<file path="config.mk">
export PLATFORM = sky130hd
export DESIGN_NAME = message_checksum_appender_top_flat
export DESIGN_NICKNAME = d
export VERILOG_FILES = /design/src/rtl/mca_pkg.sv /design/src/rtl/mca_in_if.sv /design/src/rtl/mca_out_if.sv /design/src/rtl/message_checksum_appender_top.sv /design/src/flat_wrapper.sv
export VERILOG_INCLUDE_DIRS = /design/src /design/src/rtl
export SDC_FILE = /design/constraint.sdc
export NUM_CORES = 1
export LEC_CHECK = 0
export ABC_AREA = 0
export CAP_MARGIN = 20
export CORE_ASPECT_RATIO = 1.25
export CORE_MARGIN = 4
export CORE_UTILIZATION = 30
export CTS_BUF_LIST = sky130_fd_sc_hd__clkbuf_4
export CTS_CLUSTER_DIAMETER = 100
export DETAILED_ROUTE_END_ITERATION = 8
export DONT_BUFFER_PORTS = 1
export GPL_TIMING_DRIVEN = 0
export MAX_ROUTING_LAYER = met4
export PLACE_DENSITY = 0.44
export SLEW_MARGIN = 20
export SYNTH_ARGS = -nofsm -noshare
export SYNTH_HDL_FRONTEND = slang
export SYNTH_SLANG_ARGS = --single-unit
</file>
<file path="constraint.sdc">
create_clock -name clk -period 6.1 [get_ports clk]
set_input_delay 1.22 -clock clk [delete_from_list [all_inputs] [get_ports clk]]
set_output_delay 1.22 -clock clk [all_outputs]
set_load 0.005 [all_outputs]
</file>
<file path="src/rtl/message_checksum_appender_top_macros.svh">
// Assertion macros for the message checksum appender.
// Needs clk and rst_n in the scope of each use.
`ifndef MESSAGE_CHECKSUM_APPENDER_TOP_MACROS_SVH
`define MESSAGE_CHECKSUM_APPENDER_TOP_MACROS_SVH

// Same-cycle implication, inactive during reset.
`define MCA_ASSERT_NOW(label, ante, cons, msg) \
  label: assert property (@(posedge clk) disable iff (!rst_n) (ante) |-> (cons)) \
    else $error(msg);

// Next-cycle implication, inactive during reset.
`define MCA_ASSERT_NEXT(label, ante, cons, msg) \
  label: assert property (@(posedge clk) disable iff (!rst_n) (ante) |=> (cons)) \
    else $error(msg);

`endif

</file>
<file path="src/rtl/mca_pkg.sv">
// Shared widths, positions and types for the message checksum appender.
// No dependencies.
package mca_pkg;

  localparam int ByteW = 8;
  localparam int PosW  = 9;

  localparam logic [PosW-1:0] PosId    = PosW'(2);
  localparam logic [PosW-1:0] PosCount = PosW'(3);
  localparam logic [PosW-1:0] PosMax   = PosW'(258);

  typedef enum logic [1:0] {
    CHK_NONE,
    CHK_FIRST,
    CHK_SECOND
  } chk_phase_t;

endpackage

</file>
<file path="src/rtl/mca_in_if.sv">
// Input beat channel: one message byte per beat.
// Depends on mca_pkg.
interface mca_in_if
  import mca_pkg::*;
();
  logic             valid;
  logic             ready;
  logic [ByteW-1:0] in_byte;

  modport source (output valid, output in_byte, input ready);
  modport sink   (input valid, input in_byte, output ready);
endinterface

</file>
<file path="src/rtl/mca_out_if.sv">
// Result beat channel: passed-through byte or checksum byte with flags.
// Depends on mca_pkg.
interface mca_out_if
  import mca_pkg::*;
();
  logic             valid;
  logic             ready;
  logic [ByteW-1:0] out_byte;
  logic             is_check;
  logic             msg_end;

  modport source (output valid, output out_byte, output is_check, output msg_end,
                  input ready);
  modport sink   (input valid, input out_byte, input is_check, input msg_end,
                  output ready);
endinterface

</file>
<file path="src/rtl/message_checksum_appender_top.sv">
// A result beat is registered and appears in the cycle after its input beat is accepted.
// Throughput: one byte per cycle while the output is not stalled; after the byte that
// closes a message, the input is held while the two checksum beats go out.
// The output register frees the input when it is empty or its beat is being taken, outside the checksum beats.
// Reset (rst_n low, synchronous) clears position, sums and the output valid.
`include "message_checksum_appender_top_macros.svh"

module message_checksum_appender_top
  import mca_pkg::*;
(
  input  logic      clk,
  input  logic      rst_n,
  mca_in_if.sink    in_beat,
  mca_out_if.source out_beat
);

  logic [PosW-1:0]  pos_r, pos_nxt;
  logic [ByteW-1:0] cnt_r, cnt_nxt;
  logic [ByteW-1:0] s1_r, s1_nxt;
  logic [ByteW-1:0] s2_r, s2_nxt;
  chk_phase_t       chk_r, chk_nxt;

  logic             out_valid_r, out_valid_nxt;
  logic [ByteW-1:0] out_byte_r, out_byte_nxt;
  logic             out_check_r, out_check_nxt;
  logic             out_end_r, out_end_nxt;

  logic             slot_free;
  logic             in_acc;
  logic [ByteW-1:0] b;
  logic [ByteW-1:0] base1, base2, sum1, sum2;
  logic [PosW-1:0]  pay_idx;
  logic             last_byte;

  assign slot_free     = !out_valid_r || out_beat.ready;
  assign in_beat.ready = slot_free && (chk_r == CHK_NONE);
  assign in_acc        = in_beat.valid && in_beat.ready;
  assign b             = in_beat.in_byte;

  assign base1   = (pos_r == PosId) ? '0 : s1_r;
  assign base2   = (pos_r == PosId) ? '0 : s2_r;
  assign sum1    = base1 + b;
  assign sum2    = base2 + sum1;
  assign pay_idx = pos_r - PosCount;

  always_comb begin
    if (pos_r == PosCount) begin
      last_byte = (b == '0);
    end else begin
      last_byte = (pos_r > PosCount) && (pay_idx >= {1'b0, cnt_r});
    end
  end

  // message state
  always_comb begin
    pos_nxt = pos_r;
    cnt_nxt = cnt_r;
    s1_nxt  = s1_r;
    s2_nxt  = s2_r;
    chk_nxt = chk_r;
    if (in_acc) begin
      if (pos_r < PosId) begin
        pos_nxt = pos_r + PosW'(1);
      end else begin
        s1_nxt = sum1;
        s2_nxt = sum2;
        if (pos_r == PosCount) begin
          cnt_nxt = b;
        end
        if (last_byte) begin
          pos_nxt = '0;
          chk_nxt = CHK_FIRST;
        end else begin
          pos_nxt = pos_r + PosW'(1);
        end
      end
    end else if (slot_free) begin
      unique case (chk_r)
        CHK_FIRST:  chk_nxt = CHK_SECOND;
        CHK_SECOND: chk_nxt = CHK_NONE;
        default:    chk_nxt = chk_r;
      endcase
    end
  end

  // output register
  always_comb begin
    out_valid_nxt = out_valid_r;
    out_byte_nxt  = out_byte_r;
    out_check_nxt = out_check_r;
    out_end_nxt   = out_end_r;
    if (in_acc) begin
      out_valid_nxt = 1'b1;
      out_byte_nxt  = b;
      out_check_nxt = 1'b0;
      out_end_nxt   = 1'b0;
    end else if (slot_free) begin
      unique case (chk_r)
        CHK_FIRST: begin
          out_valid_nxt = 1'b1;
          out_byte_nxt  = s1_r;
          out_check_nxt = 1'b1;
          out_end_nxt   = 1'b0;
        end
        CHK_SECOND: begin
          out_valid_nxt = 1'b1;
          out_byte_nxt  = s2_r;
          out_check_nxt = 1'b1;
          out_end_nxt   = 1'b1;
        end
        default: begin
          out_valid_nxt = 1'b0;
        end
      endcase
    end
  end

  always_ff @(posedge clk) begin
    if (!rst_n) begin
      pos_r       <= '0;
      cnt_r       <= '0;
      s1_r        <= '0;
      s2_r        <= '0;
      chk_r       <= CHK_NONE;
      out_valid_r <= 1'b0;
    end else begin
      pos_r       <= pos_nxt;
      cnt_r       <= cnt_nxt;
      s1_r        <= s1_nxt;
      s2_r        <= s2_nxt;
      chk_r       <= chk_nxt;
      out_valid_r <= out_valid_nxt;
    end
  end

  always_ff @(posedge clk) begin
    out_byte_r  <= out_byte_nxt;
    out_check_r <= out_check_nxt;
    out_end_r   <= out_end_nxt;
  end

  assign out_beat.valid    = out_valid_r;
  assign out_beat.out_byte = out_byte_r;
  assign out_beat.is_check = out_check_r;
  assign out_beat.msg_end  = out_end_r;

  `MCA_ASSERT_NOW(a_pos_range, 1'b1, pos_r <= PosMax, "byte position out of range")
  `MCA_ASSERT_NOW(a_end_is_check, out_valid_r && out_end_r, out_check_r, "message end on a data beat")
  `MCA_ASSERT_NOW(a_stall_holds_input, out_valid_r && !out_beat.ready, !in_beat.ready, "input taken while output stalled")
  `MCA_ASSERT_NEXT(a_second_follows_first, out_valid_r && out_beat.ready && out_check_r && !out_end_r, out_valid_r && out_check_r && out_end_r, "second checksum beat missing")
  `MCA_ASSERT_NOW(a_end_at_start, out_valid_r && out_beat.ready && out_end_r, pos_r == '0, "message end away from message start")

endmodule
</file>
<file path="src/flat_wrapper.sv">
// flat-port wrapper written by rule: the top's interface ports become plain ports
module message_checksum_appender_top_flat import mca_pkg::*;
  (clk, rst_n, in_beat_valid, in_beat_in_byte, in_beat_ready, out_beat_valid, out_beat_out_byte, out_beat_is_check, out_beat_msg_end, out_beat_ready);
  mca_in_if in_beat_i ();
  mca_out_if out_beat_i ();
  input  logic clk;
  input  logic rst_n;
  input wire logic [$bits(in_beat_i.valid)-1:0] in_beat_valid;
  input wire logic [$bits(in_beat_i.in_byte)-1:0] in_beat_in_byte;
  output wire logic [$bits(in_beat_i.ready)-1:0] in_beat_ready;
  output wire logic [$bits(out_beat_i.valid)-1:0] out_beat_valid;
  output wire logic [$bits(out_beat_i.out_byte)-1:0] out_beat_out_byte;
  output wire logic [$bits(out_beat_i.is_check)-1:0] out_beat_is_check;
  output wire logic [$bits(out_beat_i.msg_end)-1:0] out_beat_msg_end;
  input wire logic [$bits(out_beat_i.ready)-1:0] out_beat_ready;
  assign in_beat_i.valid = in_beat_valid;
  assign in_beat_i.in_byte = in_beat_in_byte;
  assign in_beat_ready = in_beat_i.ready;
  assign out_beat_valid = out_beat_i.valid;
  assign out_beat_out_byte = out_beat_i.out_byte;
  assign out_beat_is_check = out_beat_i.is_check;
  assign out_beat_msg_end = out_beat_i.msg_end;
  assign out_beat_i.ready = out_beat_ready;
  message_checksum_appender_top u_core (.clk(clk), .rst_n(rst_n), .in_beat(in_beat_i), .out_beat(out_beat_i));
endmodule
</file>
Word-level counts from Yosys, hierarchy flattened
Index checks and enable logic that the tools add are counted.

cells by class
  reduce and logical (&&, ||, !) cells = 17
  multiplexer cells = 17
  bitwise gates (word level) = 1
  eq/ne operators = 6
  add/sub/neg operators = 4
  magnitude comparators = 3

operator list
  cell                                                number
  two-way mux 8 bit                                   4
  == test 9 x 2 -> 1 bit, second input constant       2
  two-way mux 9 bit                                   2
  adder 8 bit                                         2
  case mux 8 bit (2 select lines)                     1
  adder 9 x 1 -> 9 bit, second input constant         1
  >= comparator 9 x 8 -> 1 bit                        1
  > comparator 9 x 2 -> 1 bit, second input constant  1
  < comparator 9 x 2 -> 1 bit, second input constant  1
  subtractor 9 x 2 -> 9 bit, second input constant    1
  zero test 8 bit                                     1
  two-way mux 2 bit                                   4
  AND reduction 2 bit                                 4
  two-way mux 1 bit                                   4
  inequality test 2 bit, second input constant        2
  case mux 2 bit (2 select lines)                     1
  AND reduction 4 bit                                 1
  nonzero test 2 bit                                  2
  logical AND 1 bit                                   3
  AND reduction 3 bit                                 1
  nonzero test 3 bit                                  1
  == test 2 x 1 -> 1 bit, second input constant       1
  == test 2 bit, second input constant                1
  zero test 2 bit                                     1
  other kinds (5)                                     5

storage, ports and cells
  word-level logic and storage cells = 57
  flip-flop bits (word level) = 46
  bits of input ports = 12
  output and inout port bits = 12

Depth between registers and ports, before layout
  word-level depth = 7
  depth in mapped cells = 23
  depth with buffers taken out = 21

Worst setup path before layout
No wires, ideal clock.

  path type = flip-flop to flip-flop
  from = register u_core.pos_r[4]
  to = register u_core.s2_r[7]
  clock period less this slack = 4.545 ns
  stages on the path, launching flop included = 20
  data required time = 5.980 ns
  buffers on the path = 3
  path slack = 1.555 ns
  library setup time = 0.120 ns
  arrival time = 4.426 ns
  path through = dfxtp_1 > buf_8 > or4_4 > or4_4 > buf_6 > clkbuf_1 > and2_1 > ha_1 > inv_1 > fa_1 > inv_1 > ha_1 > a21o_1 > a21oi_1 > nor2b_1 > o21a_1 > o41ai_1 > xnor2_2 > and3_1 > o31a_1

between the ends
  longest elaborated chain between the ends = 4
  elaborated cells between the ends (all ways) = 8
  those cells by class = add/sub (2); order compare (1); eq/ne (1); mux (2); bitwise (1); reduce/logical (1)

ends and longest elaborated chain
  item                      line                                  text
  start, declared           message_checksum_appender_top.sv:17   logic [PosW-1:0] pos_r, pos_nxt;
  start signal, assigned    message_checksum_appender_top.sv:127  pos_r <= pos_nxt;
  == test 9 x 2 -> 1 bit    message_checksum_appender_top.sv:40   assign base1 = (pos_r == PosId) ? '0 : s1_r;
  two-way mux 8 bit         message_checksum_appender_top.sv:40
  adder 8 bit               message_checksum_appender_top.sv:42   assign sum1 = base1 + b;
  named net u_core.sum1[1]  message_checksum_appender_top.sv:31   logic [ByteW-1:0] base1, base2, sum1, sum2;
  adder 8 bit               message_checksum_appender_top.sv:43   assign sum2 = base2 + sum1;
  end signal, assigned      message_checksum_appender_top.sv:130  s2_r <= s2_nxt;
  end, declared             message_checksum_appender_top.sv:20   logic [ByteW-1:0] s2_r, s2_nxt;

The timed path passes the listed nets, and every way through them passes these cells.
A chain may end at the register's enable or synchronous reset.

Worst setup path after layout
  from = register u_core.pos_r[2]
  to = register u_core.s2_r[7]

Same word-level chain as after synthesis.

==> results by group <==
Logic synthesis
  • Sequential area share after synthesis: 33.6%
  • Synth Register Bits: 46
  • Ys Warns: 0
  • Mapped Nets: 397
  • Fraction of registers with async set/reset: 0%
  • Post-Syn Instances: 356
  • Ys flop type: dfxtp_1
  • Syn Area/Cell: 8.38 µm²
  • Synth Cell Area: 0.00298 mm²
  • EDFF count, synth: 8
  • Cell variety after synth: 47

STA
  • RSZ-0062 raised after global routing: false
  • Final hold vios: 0
  • Fin worst setup slack: 844 ps
  • Slew HR: 50.1%
  • Final worst-path cycle share: 86.2%
  • Post-route setup TNS: 0 ps
  • Minimum clock period: 5260 ps
  • Final Max Tran Viols: 0
  • Peak Freq: 190 MHz
  • Endpoints failing setup: 0
  • Measured slew at the worst slew-check pin: 739 ps
  • Clk_skew: 16.1 ps

Critical path
  • End of the critical path: u_core.s2_r[7]
  • Setup crit start kind: flop
  • WP buf/inv: 4
  • CP peak stage delay: 620 ps
  • Worst reg2reg path startpoint: u_core.pos_r[2]
  • Capturing point of the worst reg2reg path: u_core.s2_r[7]
  • Critical path cell sequence: or4_4, or4_4, buf_6, clkbuf_1, and2_1, ha_1, inv_1, fa_1, inv_1, ha_1, a21o_1, a21oi_1, nor2b_1, o21a_1, o41ai_1, xnor2_2, and3_1, o31a_1
  • Number of cells on the critical path: 18
  • Data arrival, critical path: 5540 ps
  • CP endpoint kind: flop
  • Critical path class: flop to flop
  • CP delay by family, top: simple AND/OR/NAND/NOR gates
  • Worst Reg-to-Reg Cells: 18
  • Critical path origin: u_core.pos_r[2]
  • Crit-path slowest cell: o41ai_1
  • CP max FO: 10
  • Critical path required time: 6390 ps
  • R2R Setup Slk: 840 ps

GRT
  • Total Routing Usage GR: 14.0%
  • Initial antenna violation count: 1
  • Vias in the first global route: 2435
  • Remaining Overflow, GRT: 0
  • Largest net degree at the start of global routing: 14
  • First-pass GRT wire length: 12600 µm

Worst hold path
  • Hold Path Class: flop to flop

Finish
  • Area Growth Syn to Fin: 7.18%
  • Fill cells: 1043
  • Final Instance Area: 0.00320 mm²
  • Share of cells above drive strength 1: 6.59%
  • Commonest cells after routing, fill and taps aside: 42 x nand2_1, 38 x dfxtp_1, 32 x a21oi_1, 27 x ha_1
  • Final non-filler cell total: 491
  • Flip-flop and latch area: 0.00100 mm²
  • Multi-input combinational cell area: 0.00181 mm²
  • Final net count: 404
  • Commonest non-fill, non-tap cell in the layout: nand2_1

Place
  • Setup WS pre-CTS: 872 ps
  • Post-DP HPWL: 5860 µm
  • PortBufs: 0
  • Area after DPL: 0.00314 mm²
  • Placed cell count: 482
  • Routability cong.: 0.762

Floorplan
  • Die W: 97.2 µm
  • Die height: 119 µm
  • Total die area: 0.0116 mm²
  • Starting density of the core: 30.9%
  • Row count: 40
  • Core Region: 0.00966 mm²
  • I/O pin total: 24

CTS
  • Clock sinks: 46
  • CTS tree: built
  • H-tree depth: 2
  • Post-CTS setup buffers: 0
  • # hold bufs at CTS: 0
  • Clock buffer depth: 2
  • Clock transition at path regs: 140 ps
  • Clock buffer count from CTS: 5
  • Post-CTS sizing: 0
  • CTS root buffer: clkbuf_4
  • Worst-Skew Late Latency: 380 ps

Status
  • Status: complete, no violations

Route
  • Final Routed Wirelength: 7440 µm
  • Residual DRC count: 0
  • Via count: 2394
  • Vias per cell: 4.88
  • Starting DRT DRC Count: 59
  • Router iterations before antenna repair: 4
  • Routed length per instance: 15.1 µm
  • Post-route ant nets: 0

Power and ir drop
  • Worst VDD drop: 0.0725 mV
  • Pleak: 0.00124 µW
  • Power density over the cells: 216 mW/mm²

Job
  • Maxcap violations: 0
## where the power goes
group          switching (µW)  leakage, µW  internal (µW)  total, µW
Sequential               21.9     0.000387            343        365
Clock                     106    0.0000331           48.0        154
Combinational             106     0.000818           66.7        173
## synth_stat cells (5+ instances only)
cell | number | area [µm²]
nand2b_1 | 5 | 31.3
xnor2_1 | 12 | 105
mux2i_1 | 15 | 150
a211oi_1 | 9 | 67.6
clkbuf_1 | 11 | 41.3
ha_1 | 27 | 338
nand2_1 | 42 | 158
nor3_1 | 6 | 30.0
o21ai_0 | 22 | 110
a21o_1 | 5 | 37.5
a21oi_1 | 32 | 160
inv_1 | 25 | 93.8
edfxtp_1 | 8 | 240
a31oi_1 | 5 | 31.3
and2_1 | 11 | 68.8
nand3_1 | 6 | 30.0
dfxtp_1 | 38 | 761
nor2_1 | 25 | 93.8
## per-layer routing
metal  vias to the layer above  global-route usage (%)  routed length [µm]
met5                         -                       -                   0
li1                       1256                       -                   -
met2                        20                    24.8                3930
met1                      1111                    15.6                3170
met3                         7                    2.93                 219
met4                         0                    4.83                 121
## logic make-up (layout without fill, tap and decap cells)
group,count (synthesis),after routing,synth area share (%)
compound gates,86,86,17.0
xor+xnor,16,16,5.20
fa+ha+maj,29,29,12.7
buf+inv,40,48,5.75
flops,46,46,33.6
mux,15,15,5.04
other cells,0,1,0
simple gates,124,124,20.8
## cell type report
class | count | share of cell area (%)
diodes | 1 | 0.0783
well taps | 126 | 4.93
flip-flops and latches | 46 | 31.3
plain buffers | 15 | 2.43
inverters | 25 | 2.94
clock buffers | 6 | 1.41
multi-input cells | 270 | 56.6
clock inverters | 2 | 0.274
## worst min path at each step
stage	startpoint	endpoint	slack (ps)	cells after the start
after floorplan	u_core.s2_r[3]	u_core.s2_r[3]	440	2
after global placement	u_core.s1_r[3]	u_core.s1_r[3]	450	2
after detailed placement	u_core.s1_r[3]	u_core.s1_r[3]	460	2
after CTS	u_core.s1_r[3]	u_core.s1_r[3]	480	2
after global routing	u_core.s1_r[3]	u_core.s1_r[3]	510	2
final	u_core.s1_r[0]	u_core.s1_r[0]	480	2
## worst reg2reg max path, stage by stage (launching register included)
cell and delay (ps):
dfxtp_1 430, or4_4 600, or4_4 500, buf_6 160
clkbuf_1 210, and2_1 220, ha_1 210, inv_1 80
fa_1 440, inv_1 120, ha_1 230, a21o_1 180
a21oi_1 220, nor2b_1 80, o21a_1 200, o41ai_1 620
xnor2_2 170, and3_1 220, o31a_1 280
## stage by stage
step | hold WS (ps) | utilization [%] | power, µW
after floorplan | 440 | - | 499
after global placement | 453 | 32.5 | 547
after detailed placement | 459 | 32.5 | 549
after CTS | 478 | 33.1 | 706
after global routing | 507 | 33.1 | 740
final | 476 | 33.1 | 691
## registers in the layout, indices dropped and copies added, names as in the netlist
name                      flops
u_core.cnt_r                  8
u_core.out_beat.is_check      1
u_core.chk_r                  2
u_core.s2_r                   8
u_core.s1_r                   8
u_core.out_beat.msg_end       1
u_core.out_beat.valid         1
u_core.out_beat.out_byte      8
u_core.pos_r                  9
No activity file was read; power rests on OpenSTA's default activity.
